`src/sv/slu_pkg.sv`:
```
// Shared types, codes and helper functions for the string literal unescaper.
package slu_pkg;

	localparam int unsigned ByteW = 8;
	localparam int unsigned KindW = 2;
	localparam int unsigned AddrW = 3;
	localparam int unsigned DataW = 32;

	// Reset values of the delimiter registers (double quote)
	localparam logic [ByteW-1:0] OpenCharRst  = 8'd34;
	localparam logic [ByteW-1:0] CloseCharRst = 8'd34;

	localparam logic [ByteW-1:0] Backslash = 8'h5C;
	localparam logic [ByteW-1:0] LetterX   = 8'h78;
	localparam logic [ByteW-1:0] PrintLo   = 8'd32;

	// Register indexes on the configuration port
	typedef enum logic [0:0] {
		REG_OPEN_CHAR  = 1'b0,
		REG_CLOSE_CHAR = 1'b1
	} reg_idx_t;

	// Scanner mode
	typedef enum logic [2:0] {
		MODE_OUT  = 3'd0,
		MODE_IN   = 3'd1,
		MODE_ESC  = 3'd2,
		MODE_HEX1 = 3'd3,
		MODE_HEX2 = 3'd4
	} mode_t;

	// Result kind
	typedef enum logic [KindW-1:0] {
		KIND_OPEN    = 2'd0,
		KIND_CONTENT = 2'd1,
		KIND_CLOSE   = 2'd2,
		KIND_ERROR   = 2'd3
	} kind_t;

	// Outcome of one byte through the scanner
	typedef struct packed {
		logic             has_result;
		logic [ByteW-1:0] res_byte;
		kind_t            kind;
		mode_t            next_mode;
		logic [3:0]       next_nibble;
	} step_t;

	// Control letter lookup: {hit, code}
	function automatic logic [ByteW:0] ctl_lookup(input logic [ByteW-1:0] b);
		logic [ByteW:0] r;
		begin
			case (b)
				8'h61:   r = {1'b1, 8'd7};   // a
				8'h62:   r = {1'b1, 8'd8};   // b
				8'h72:   r = {1'b1, 8'd13};  // r
				8'h6E:   r = {1'b1, 8'd10};  // n
				8'h74:   r = {1'b1, 8'd9};   // t
				8'h76:   r = {1'b1, 8'd11};  // v
				8'h66:   r = {1'b1, 8'd12};  // f
				8'h30:   r = {1'b1, 8'd0};   // 0
				default: r = {1'b0, 8'd0};
			endcase
			return r;
		end
	endfunction

	// Hex digit lookup: {valid, nibble}, both letter cases
	function automatic logic [4:0] hex_lookup(input logic [ByteW-1:0] b);
		logic [4:0] r;
		logic [7:0] d;
		begin
			r = 5'd0;
			if (b >= 8'h30 && b <= 8'h39) begin
				d = b - 8'h30;
				r = {1'b1, d[3:0]};
			end else if (b >= 8'h61 && b <= 8'h66) begin
				d = b - 8'h57;
				r = {1'b1, d[3:0]};
			end else if (b >= 8'h41 && b <= 8'h46) begin
				d = b - 8'h37;
				r = {1'b1, d[3:0]};
			end
			return r;
		end
	endfunction

endpackage

```
`src/sv/slu_decode.sv`:
```
// Next-state and result logic of the literal scanner for one byte.
module slu_decode import slu_pkg::*; (
	input  mode_t            mode,
	input  logic [3:0]       nibble,
	input  logic [ByteW-1:0] cur_byte,
	input  logic [ByteW-1:0] open_char,
	input  logic [ByteW-1:0] close_char,
	output step_t            step
);

	logic [ByteW:0] ctl;
	logic [4:0]     hex;

	assign ctl = ctl_lookup(cur_byte);
	assign hex = hex_lookup(cur_byte);

	// Default is no result and state held; arms override
	always_comb begin
		step             = '0;
		step.res_byte    = cur_byte;
		step.kind        = KIND_ERROR;
		step.next_mode   = mode;
		step.next_nibble = nibble;
		unique case (mode)
			MODE_IN: begin
				if (cur_byte == close_char) begin
					step.has_result = 1'b1;
					step.kind       = KIND_CLOSE;
					step.next_mode  = MODE_OUT;
				end else if (cur_byte == Backslash) begin
					step.next_mode = MODE_ESC;
				end else if (cur_byte >= PrintLo && !cur_byte[7] && cur_byte != open_char) begin
					step.has_result = 1'b1;
					step.kind       = KIND_CONTENT;
				end else begin
					step.has_result = 1'b1;
					step.next_mode  = MODE_OUT;
				end
			end
			MODE_ESC: begin
				// raw meaning wins over control letters and x
				if (cur_byte == Backslash || cur_byte == open_char
						|| cur_byte == close_char) begin
					step.has_result = 1'b1;
					step.kind       = KIND_CONTENT;
					step.next_mode  = MODE_IN;
				end else if (ctl[ByteW]) begin
					step.has_result = 1'b1;
					step.res_byte   = ctl[ByteW-1:0];
					step.kind       = KIND_CONTENT;
					step.next_mode  = MODE_IN;
				end else if (cur_byte == LetterX) begin
					step.next_mode = MODE_HEX1;
				end else begin
					step.has_result = 1'b1;
					step.next_mode  = MODE_OUT;
				end
			end
			MODE_HEX1: begin
				if (hex[4]) begin
					step.next_nibble = hex[3:0];
					step.next_mode   = MODE_HEX2;
				end else begin
					step.has_result = 1'b1;
					step.next_mode  = MODE_OUT;
				end
			end
			MODE_HEX2: begin
				step.has_result = 1'b1;
				if (hex[4]) begin
					step.res_byte  = {nibble, hex[3:0]};
					step.kind      = KIND_CONTENT;
					step.next_mode = MODE_IN;
				end else begin
					step.next_mode = MODE_OUT;
				end
			end
			default: begin
				// outside, and any unused mode code
				step.next_mode = MODE_OUT;
				if (cur_byte == open_char) begin
					step.has_result = 1'b1;
					step.kind       = KIND_OPEN;
					step.next_mode  = MODE_IN;
				end
			end
		endcase
	end

endmodule

```
`src/sv/string_literal_unescaper_unit.sv`:
```
// Top level: byte stream decoder for delimited C-style string literals.
//
//  channel  dir  handshake           payload
//  in       in   in_valid/in_stall   in_byte[7:0]
//  out      out  out_valid/out_stall out_byte[7:0], out_kind[1:0]
//  cfg      in   APB (psel..pready)  open_char @0x0, close_char @0x4
//
// One byte per cycle sustained while the output is not stalled. A byte is
// registered on transfer, decoded against the scanner mode from the input
// register, and its result (if any) lands in the output register. The output
// register frees up on the same edge it transfers, so a stalled output holds
// the input stage and raises in_stall only while both are occupied. Reset puts
// the scanner outside a literal and both delimiters to double quote.
module string_literal_unescaper_unit import slu_pkg::*; (
	input  logic             clk,
	input  logic             arst_n,
	input  logic             in_valid,
	output logic             in_stall,
	input  logic [ByteW-1:0] in_byte,
	output logic             out_valid,
	input  logic             out_stall,
	output logic [ByteW-1:0] out_byte,
	output logic [KindW-1:0] out_kind,
	input  logic             psel,
	input  logic             penable,
	input  logic             pwrite,
	input  logic [AddrW-1:0] paddr,
	input  logic [DataW-1:0] pwdata,
	output logic [DataW-1:0] prdata,
	output logic             pready
);

	logic [ByteW-1:0] open_char_q;
	logic [ByteW-1:0] close_char_q;
	logic             valid_s1;
	logic [ByteW-1:0] byte_s1;
	mode_t            mode_q;
	logic [3:0]       nibble_q;
	logic             out_valid_q;
	logic [ByteW-1:0] out_byte_q;
	kind_t            out_kind_q;
	step_t            step;
	logic             out_free;
	logic             advance;
	logic             in_xfer;
	logic             cfg_wr;
	reg_idx_t         cfg_idx;

	// Configuration registers
	assign pready  = 1'b1;
	assign cfg_wr  = psel && penable && pwrite;
	assign cfg_idx = reg_idx_t'(paddr[2]);

	always_ff @(posedge clk or negedge arst_n) begin
		if (!arst_n) begin
			open_char_q  <= OpenCharRst;
			close_char_q <= CloseCharRst;
		end else if (cfg_wr) begin
			unique case (cfg_idx)
				REG_OPEN_CHAR:  open_char_q  <= pwdata[ByteW-1:0];
				REG_CLOSE_CHAR: close_char_q <= pwdata[ByteW-1:0];
				default:        open_char_q  <= open_char_q;
			endcase
		end
	end

	always_comb begin
		unique case (cfg_idx)
			REG_OPEN_CHAR:  prdata = {{(DataW-ByteW){1'b0}}, open_char_q};
			REG_CLOSE_CHAR: prdata = {{(DataW-ByteW){1'b0}}, close_char_q};
			default:        prdata = '0;
		endcase
	end

	// Flow control: the stage-1 byte moves on when the output slot is free
	assign out_free = !out_valid_q || !out_stall;
	assign advance  = valid_s1 && out_free;
	assign in_stall = valid_s1 && !out_free;
	assign in_xfer  = in_valid && !in_stall;

	// Input register
	always_ff @(posedge clk or negedge arst_n) begin
		if (!arst_n) begin
			valid_s1 <= 1'b0;
		end else if (in_xfer) begin
			valid_s1 <= 1'b1;
		end else if (advance) begin
			valid_s1 <= 1'b0;
		end
	end

	always_ff @(posedge clk) begin
		if (in_xfer) begin
			byte_s1 <= in_byte;
		end
	end

	// Scanner decode
	slu_decode u_decode (
		.mode       (mode_q),
		.nibble     (nibble_q),
		.cur_byte   (byte_s1),
		.open_char  (open_char_q),
		.close_char (close_char_q),
		.step       (step)
	);

	// Scanner state
	always_ff @(posedge clk or negedge arst_n) begin
		if (!arst_n) begin
			mode_q   <= MODE_OUT;
			nibble_q <= 4'd0;
		end else if (advance) begin
			mode_q   <= step.next_mode;
			nibble_q <= step.next_nibble;
		end
	end

	// Output register
	always_ff @(posedge clk or negedge arst_n) begin
		if (!arst_n) begin
			out_valid_q <= 1'b0;
		end else if (out_free) begin
			out_valid_q <= advance && step.has_result;
		end
	end

	always_ff @(posedge clk) begin
		if (advance && step.has_result) begin
			out_byte_q <= step.res_byte;
			out_kind_q <= step.kind;
		end
	end

	assign out_valid = out_valid_q;
	assign out_byte  = out_byte_q;
	assign out_kind  = out_kind_q;

endmodule

```
`config.mk`:
```
export PLATFORM = sky130hd
export DESIGN_NAME = string_literal_unescaper_unit
export DESIGN_NICKNAME = d
export VERILOG_FILES = /design/src/sv/slu_pkg.sv /design/src/sv/slu_decode.sv /design/src/sv/string_literal_unescaper_unit.sv
export SDC_FILE = /design/constraint.sdc
export NUM_CORES = 1
export LEC_CHECK = 0
export BUFFER_PORTS_ARGS = -buffer_cell sky130_fd_sc_hd__buf_2
export CAP_MARGIN = 20
export CORE_MARGIN = 4
export CORE_UTILIZATION = 39
export CTS_BUF_LIST = sky130_fd_sc_hd__clkbuf_8 sky130_fd_sc_hd__clkbuf_16
export CTS_CLUSTER_SIZE = 25
export DETAILED_ROUTE_END_ITERATION = 7
export PLACE_DENSITY = 0.73
export SYNTH_ARGS = -nofsm -noshare
export SYNTH_HDL_FRONTEND = slang
export SYNTH_SLANG_ARGS = --single-unit
```
`constraint.sdc`:
```
create_clock -name clk -period 3.3 [get_ports clk]
set_clock_uncertainty 0.2 [all_clocks]
set_input_delay 0.33 -clock clk [delete_from_list [all_inputs] [get_ports clk]]
set_output_delay 0.33 -clock clk [all_outputs]
set_load 0.05 [all_outputs]
```
; ---- After elaboration in Yosys (flattened, before gate mapping)
; Cells that the tools add are included.
[classes]
addsub = 3
order_cmp = 7
n_mux = 32
reduce_logical = 24
bitwise = 1
eq_ne = 18
[op_table]
columns = operator, count
row1 = == test 8 x 7 -> 1 bit (second input constant), 9
row2 = case mux 9 bit (8 select lines), 1
row3 = case mux 32 bit (2 select lines), 1
row4 = 2-to-1 mux 5 bit, 6
row5 = 2-to-1 mux 10 bit, 2
row6 = == test 8 bit, 2
row7 = >= comparator 8 x 6 -> 1 bit (second input constant), 2
row8 = >= comparator 8 x 7 -> 1 bit (second input constant), 2
row9 = less-or-equal comparator 8 x 7 -> 1 bit (second input constant), 2
row10 = case mux 8 bit (2 select lines), 1
row11 = case mux 3 bit (4 select lines), 1
row12 = logical AND 1 bit, 11
row13 = 2-to-1 mux 1 bit, 10
row14 = 2-to-1 mux 3 bit, 3
row15 = == test 8 x 6 -> 1 bit (second input constant), 1
row16 = less-or-equal comparator 8 x 6 -> 1 bit (second input constant), 1
row17 = 2-to-1 mux 2 bit, 4
row18 = 2-to-1 mux 8 bit, 1
row19 = != test 8 bit, 1
row20 = case mux 2 bit (4 select lines), 1
row21 = subtractor 4 x 3 -> 4 bit (second input constant), 2
row22 = == test 3 x 2 -> 1 bit (second input constant), 2
row23 = AND reduction 2 bit, 3
row24 = logical NOT 1 bit, 5
row25 = 9 further kinds, 11
[totals]
wordCells = 94
inputBits = 50
register_bits = 43
out_inout_bits = 45

; ---- Logic depth before layout (Yosys ltp)
; Gate-level depths: netlist of the first run.
[logic_depth]
word_depth = 8
ltp_mapped = 9
ltp_nobuf = 8

; ---- Hierarchy
; A second synthesis of the first run with hierarchy kept.
[hier_totals]
hier_cells = 262
hier_area_um2 = 2911.5
[modules_own_cells]
columns = mod, instances, area_per_inst_um2, cells_each
row1 = string_literal_unescaper_unit, 1, 1820.5, 113
row2 = slu_decode, 1, 1091.0, 149

; ---- Least setup slack after synthesis of the first run
; No wires, ideal clock.
[synth_timing]
kind = register to register
from = register byte_s1[0]
to = register out_byte_q[0], in the netlist out_byte[0], enable pin
t_arrival_ns = 2.181
required_time_ns = 2.810
period_less_slack_ns = 2.671
slack_ns = 0.629
n_path_buf = 1
stages_incl_launch_ff = 9
path_cell_list = edfxtp_1 -> buf_2 -> inv_1 -> ha_1 -> o21bai_1 -> a2111oi_4 -> nor2_4 -> a311oi_1 -> nor2_1
[synth_via]
elab_chain_cells = 8
word_cells_on_any_way = 36
cone_classes = order compare: 6 / eq/ne: 12 / mux: 12 / reduce/logical: 6
[synth_rtl]
columns = item, line
row1 = start: declaration, string_literal_unescaper_unit.sv:36  ; logic [ByteW-1:0] byte_s1;
row2 = start signal: assignment, string_literal_unescaper_unit.sv:94  ; byte_s1 <= in_byte;
row3 = >= comparator 8 x 7 -> 1 bit or less-or-equal comparator 8 x 7 -> 1 bit (tied branches), slu_pkg.sv:80  ; end else if (b >= 8'h41 && b <= 8'h46) begin
row4 = logical AND 1 bit, slu_pkg.sv:80
row5 = 2-to-1 mux 5 bit, slu_pkg.sv:80
row6 = 2-to-1 mux 5 bit, slu_pkg.sv:77  ; end else if (b >= 8'h61 && b <= 8'h66) begin
row7 = 2-to-1 mux 5 bit, slu_pkg.sv:74  ; if (b >= 8'h30 && b <= 8'h39) begin
row8 = 2-to-1 mux 1 bit, slu_decode.sv:60  ; if (hex[4]) begin
row9 = case mux 1 bit (4 select lines) *, slu_decode.sv:24  ; unique case (mode)
row10 = logical AND 1 bit *, string_literal_unescaper_unit.sv:129  ; if (advance && step.has_result) begin
row11 = end signal: assignment, string_literal_unescaper_unit.sv:130  ; out_byte_q <= step.res_byte;
row12 = end: declaration, string_literal_unescaper_unit.sv:40  ; logic [ByteW-1:0] out_byte_q;
; Mark *: on every way between the ends. The rest lies on a longest branch, timed or not.
; A chain may end at the register's enable or synchronous reset.

; ---- Final worst setup path of the first run
[layout_timing]
from = register byte_s1[0]
to = register out_byte_q[5], in the netlist out_byte[5], enable pin
; Same word-level chain as after synthesis.

==> results of run 1 <==
[cells in the final DEF (no fill, tap or decap), types with 6 or more instances in the layout]
cell type       n
clkbuf_8        6
nand2_1        17
edfxtp_1       18
xor2_1         17
buf_2          43
mux2_2         24
a21oi_1         9
conb_1         25
dlygate4sd3_1   6
dfrtp_1        21
nor2_1         12
nor4_1          7
inv_1           7
o21ai_0        13
[metal layers]
layer,up-vias,routed length [um],track usage (%),part of all wire [%]
li1,997,-,-,-
met1,997,2570,18.6,44
met2,92,2800,24.0,47
met3,7,478,3.01,8.1
met4,0,53,3.42,0.90
met5,-,0,0,0
[logic make-up after synthesis]
group,after synthesis
simple gates,73
compound gates,50
buf+inv,46
flops,43
mux,25
xor+xnor,21
fa+ha+maj,5
other cells,2
[synthesized netlist by cell type, types with 3 or more instances]
cell,instances
ha_1,5
a21oi_1,9
edfxtp_1,18
dfrtp_1,21
inv_1,7
nor3b_1,3
a22o_1,3
buf_2,6
a31oi_1,4
and2_1,5
nand2b_1,4
xor2_1,17
nand2_1,17
mux2_2,24
dfstp_2,4
xnor2_1,4
and3_1,3
nand3_1,5
o21ai_0,13
nor4_1,7
nor2_1,12
buf_4,27
clkbuf_1,4
[registers in the layout (all words and copies together), names as in the netlist]
signal and flops:
byte_s1 8, close_char_q 8, mode_q 3, nibble_q 4
open_char_q 8, out_byte 8, out_kind 2, out_valid 1
valid_s1 1
[power groups by stage]
stage	logic [W]	clock network [W]	registers, W
after floorplan	0.000436	0	0.000787
after global placement	0.000562	0	0.000751
after detailed placement	0.000568	0	0.000757
after CTS	0.000576	0.000412	0.000745
after global routing	0.000620	0.000438	0.000759
final	0.000575	0.000404	0.000745
[per-stage QoR]
| stage | utilization (%) | instance area (sq um) | hold WS (ns) | total power, W | std cells |
|---|---|---|---|---|---|
| 6_report | 46.0 | 3160 | 0.00683 | 0.00172 | 406 |
| 5_1_grt | 46.0 | 3160 | -0.00623 | 0.00182 | 406 |
| 4_1_cts | 45.8 | 3150 | 0.00197 | 0.00173 | 405 |
| 3_5_place_dp | 43.4 | 2980 | 0.157 | 0.00133 | 392 |
| 3_3_place_gp | 43.4 | 2980 | 0.154 | 0.00131 | 392 |
| 2_1_floorplan | - | 2880 | -0.166 | 0.00122 | 288 |
[worst paths after layout]
kind	endpoint	depth (start not counted)
setup / recovery	out_byte[5]	7
hold / removal	byte_s1[4]	1
setup reg to reg	out_byte[5]	7
hold reg to reg	nibble_q[0]	2
max in group asynchronous	nibble_q[3]	2
min in group asynchronous	close_char_q[3]	2
[cell type report]
type	instances	share of cell area, %
timing repair buffer	53	9.66
clock inverter	1	0.277
clock buffer	7	3.41
multi-input combinational	199	45.0
tap	96	3.80
sequential	43	37.1
inverter	7	0.832
[worst max-delay path, cell delays in order, from the launching register on]
cell and delay (ns):
edfxtp_1 0.51, inv_1 0.22, ha_1 0.24, nand3b_1 0.13, nor4_1 0.64, a31oi_1 0.17
a311oi_1 0.36, nor2_1 0.27
==> flow_metrics.py, run 1 <==
metrics = {
    "status": {
        "status": "finished clean",
    },
    "route": {
        "vias_per_cell": 5.16,
        "num_vias": 2093,
        "drt_pass1_iterations": 4,
        "drtIter0Drc": 159,
        "drcViolationCount": 0,
        "ant_nets": 0,
        "routed_wl_mm": 5.89,
        "post_drt_wl_per_cell_um": 14.5,
    },
    "power_and_ir_drop": {
        "pwr-share-clk_pct": 23.4,
        "cell_internal_pwr_w": 0.00105,
        "swShare_pct": 38.8,
        "ir_drop_mv": 0.364,
        "p_leak_nw": 1.37,
        "pwr-share-seq_pct": 43.2,
        "power_density_nw_per_um2": 546,
        "power_switching_w": 0.000669,
        "pwr-share-comb_pct": 33.4,
    },
    "yosys": {
        "synth-edff-count": 18,
        "synth.cell_area_sq_um": 2800,
        "async_reset_ff_share_pct": 58.1,
        "synth_cells": 265,
        "synth_top_family_by_area": "simple AND/OR/NAND/NOR gates",
        "yosys.area_share.simple_pct": 15.0,
        "ys.warnings.count": 0,
        "synth_compound_gate_area_share_pct": 13.6,
        "synth.area.mux_share_pct": 10.0,
        "yosys.area_share.adder_pct": 2.24,
        "synth_ff_type": "dfrtp_1",
        "synth_area_leaders": "edfxtp_1 19%, dfrtp_1 19%, mux2_2 9.7%",
        "syn_area_per_cell_sq_um": 10.5,
        "synth.distinct_cells": 55,
        "yosysTopAreaCell": "edfxtp_1",
        "synth-seq-area-share_pct": 41.9,
        "synth_seq_cells": 43,
        "synth-xor-area-share_pct": 6.58,
        "synth_top_cell_area_share_pct": 19.3,
    },
    "timing": {
        "maxSlewViolCount": 0,
        "timing.final.crit_share_pct": 92.7,
        "clock.fmax_mhz": 327,
        "finalSetupViolCount": 0,
        "worst_slack_ns": 0.242,
        "max_slew_margin_pct": 46.4,
        "final.min_clock_period_ns": 3.06,
        "hold_viol": 0,
        "rsz0062_at_grt": "no",
        "worst_slew_pin_slew_ns": 0.796,
        "tns_ns": 0,
    },
    "floorplan": {
        "row_count": 30,
        "num_io_pins": 95,
        "start_util_pct": 40.7,
        "die_h_um": 92.7,
        "core_area_sq_um": 6870,
        "die-width_um": 92.7,
        "die_area_sq_um": 8590,
    },
    "finish": {
        "final_nets": 364,
        "area_delta_synth_final_pct": 13.0,
        "register_area_sq_um": 1170,
        "multi_input_area_sq_um": 1420,
        "drive_gt1_share_pct": 29.4,
        "fill_cells": 663,
        "n_antenna_cell": 0,
    },
    "clocking": {
        "root_buffer": "clkbuf_8",
        "post_cts_buffers": 0,
        "clkLatencyLatePin_ns": 0.30,
        "cts_buffers": 5,
        "postCtsHoldBufs": 5,
        "cts_resized": 0,
        "tritoncts": "built",
        "clockBufferDepth": 2,
        "h-tree-depth": 2,
        "clk_pin_slew_ns": 0.08,
        "clkSinkCount": 43,
    },
    "critical_path": {
        "reg2reg_slack_ns": 0.24,
        "worstSetupStartpointType": "register",
        "timing.critical_path.from": "byte_s1[0]",
        "criticalPathCategory": "reg -> reg",
        "cp.required_ns": 3.10,
        "r2r-start": "byte_s1[0]",
        "arrival_ns": 2.86,
        "end_kind": "register",
        "worstPathMaxFanout": 10,
    },
    "grt": {
        "antenna_found_initial": 0,
        "grt_pass1_wl_mm": 9.82,
        "grt_overflow": 0,
        "grt_start_max_net_pins": 26,
        "grt_pass1_vias": 2069,
        "grtUsageTotal_pct": 14.2,
    },
    "placement": {
        "dp_slack_ns": 0.303,
        "gp_congestion": 0.881,
        "io_buffers": 43,
        "dpl.hpwl_mm": 4.42,
    },
    "min_path": {
        "hp-class": "in -> reg",
        "hp-start": "in_byte[4]",
    },
    "run": {
        "drv_cap": 0,
    },
}
(Power assumes the default switching activity.)
==> run 2: changes to the inputs <==
--- a/config.mk
+++ b/config.mk
@@ -12,7 +12,7 @@
 export CTS_BUF_LIST = sky130_fd_sc_hd__clkbuf_8 sky130_fd_sc_hd__clkbuf_16
 export CTS_CLUSTER_SIZE = 25
 export DETAILED_ROUTE_END_ITERATION = 7
-export PLACE_DENSITY = 0.73
+export PLACE_DENSITY = 0.63
 export SYNTH_ARGS = -nofsm -noshare
 export SYNTH_HDL_FRONTEND = slang
 export SYNTH_SLANG_ARGS = --single-unit
==> run 2 against run 1 <==
Non-clock buffer count increased by 5. Clock power increased by 1%. Routed wire length about the same. Largest cell class unchanged. Count of clock-buffer cells in the layout decreased by 2. Combinational power about the same. Core utilization increased by 0.60 points. Critical path type unchanged. Highest routed layer unchanged. Final area increased by 1.3%. Sequential share of layout area decreased by 0.48 points. Critical endpoint is now out_kind[1].
==> flow_metrics.py, run 2 (synthesis results as in run 1) <==
metrics = {
    "timing": {
        "worst_slew_pin_slew_ns": 0.748,
        "rsz0062_at_grt": "no",
        "clock.fmax_mhz": 338,
        "worst_slack_ns": 0.345,
        "tns_ns": 0,
        "max_slew_margin_pct": 49.9,
        "final.min_clock_period_ns": 2.96,
        "finalSetupViolCount": 0,
        "maxSlewViolCount": 0,
        "hold_viol": 0,
        "timing.final.crit_share_pct": 89.6,
    },
    "critical_path": {
        "cp-endpoint": "out_kind[1]",
        "reg2reg_slack_ns": 0.34,
        "criticalPathCategory": "reg -> reg",
        "timing.critical_path.from": "byte_s1[1]",
        "end_kind": "register",
        "worstSetupStartpointType": "register",
        "worstPathMaxFanout": 10,
        "cp.required_ns": 3.11,
        "arrival_ns": 2.76,
        "rr_worst_depth": 7,
        "timing.rr.end": "out_kind[1]",
        "r2r-start": "byte_s1[1]",
    },
    "grt": {
        "grt_overflow": 0,
        "grtUsageTotal_pct": 14.1,
        "antenna_found_initial": 0,
        "grt_pass1_wl_mm": 9.67,
        "grt_start_max_net_pins": 26,
        "grt_pass1_vias": 1952,
    },
    "route": {
        "drtIter0Drc": 105,
        "num_vias": 2068,
        "routed_wl_mm": 5.89,
        "drcViolationCount": 0,
        "drt_pass1_iterations": 4,
        "ant_nets": 0,
        "vias_per_cell": 5.03,
        "post_drt_wl_per_cell_um": 14.3,
    },
    "clocking": {
        "cts_buffers": 5,
        "h-tree-depth": 2,
        "post_cts_buffers": 0,
        "clkLatencyLatePin_ns": 0.30,
        "clk_pin_slew_ns": 0.08,
        "clkSinkCount": 43,
        "clockBufferDepth": 2,
        "tritoncts": "built",
        "root_buffer": "clkbuf_8",
    },
    "finish": {
        "area_delta_synth_final_pct": 14.5,
        "fill_cells": 681,
        "final_core_util_pct": 46.6,
        "final_nets": 369,
        "n_antenna_cell": 0,
        "drive_gt1_share_pct": 29.5,
        "final_common_cell": "buf_2",
        "layout_common_cells": "43 x buf_2, 25 x conb_1, 24 x mux2_2, 21 x dfrtp_1, 18 x edfxtp_1",
    },
    "placement": {
        "dp_slack_ns": 0.305,
        "gp_congestion": 0.937,
        "io_buffers": 43,
        "dpl.hpwl_mm": 4.50,
    },
    "floorplan": {
        "row_count": 30,
        "die-width_um": 92.7,
        "die_area_sq_um": 8590,
        "start_util_pct": 40.7,
        "die_h_um": 92.7,
        "num_io_pins": 95,
        "core_area_sq_um": 6870,
    },
    "run": {
        "drv_cap": 0,
    },
    "power_and_ir_drop": {
        "ir_drop_mv": 0.310,
        "p_leak_nw": 1.39,
        "power_density_nw_per_um2": 540,
    },
    "min_path": {
        "hp-class": "in -> reg",
    },
    "status": {
        "status": "finished clean",
    },
}
run 2: per-layer routing:
layer | vias up | track usage [%] | share of wire [%]
met5 | - | 0 | 0
met4 | 0 | 3.79 | 0.59
li1 | 1008 | - | -
met2 | 66 | 23.3 | 48
met3 | 4 | 3.90 | 5.6
met1 | 990 | 18.3 | 46
run 2: final cells by class:
type / instances / area [sq um] / area share, %
clock buffers: 5 / 68.8 / 2.15
clock inverters: 3 / 43.8 / 1.37
inverters: 7 / 26.3 / 0.821
multi-input cells: 199 / 1420 / 44.4
flip-flops and latches: 43 / 1170 / 36.6
well taps: 96 / 120 / 3.75
repair buffers: 58 / 350 / 10.9
run 2: worst min-delay path by stage:
stage,startpoint,to,slack [ns],cells past startpoint
finish,in_valid,valid_s1,0.03,2
global route,in_valid,valid_s1,0.03,2
global placement,arst_n,nibble_q[3],0.16,1
CTS,in_byte[5],byte_s1[5],0.004,1
detailed placement,arst_n,nibble_q[2],0.17,1
floorplan,arst_n,close_char_q[0],-0.17,0
run 2: where the power goes:
group          internal, W  switching [W]  total, W
clock network     0.000225       0.000183  0.000409
logic             0.000180       0.000394  0.000575
registers         0.000658      0.0000850  0.000743
total              0.00106       0.000663   0.00173
run 2: critical path, stage by stage, from the launching register on:
cell and delay [ns]:
edfxtp_1 0.50, inv_1 0.15, ha_1 0.27, o21bai_1 0.16, a2111oi_4 0.64, nor2_4 0.14, a311oi_1 0.35, nor2_1 0.25
run 2: timing repair:
| action | in CTS | in global routing |
|---|---|---|
| gates resized for setup | 0 | 0 |
| hold buffers | 7 | 2 |
| endpoints found under the hold margin | 27 | 2 |
run 2: through the flow:
step	instance area, sq um	hold WS [ns]	instances	power [W]
final	3200	0.0334	411	0.00173
after global routing	3200	0.0327	411	0.00182
after CTS	3180	0.00417	409	0.00174
after detailed placement	3000	0.175	394	0.00132
after global placement	3000	0.163	394	0.00132
after floorplan	2880	-0.166	288	0.00122
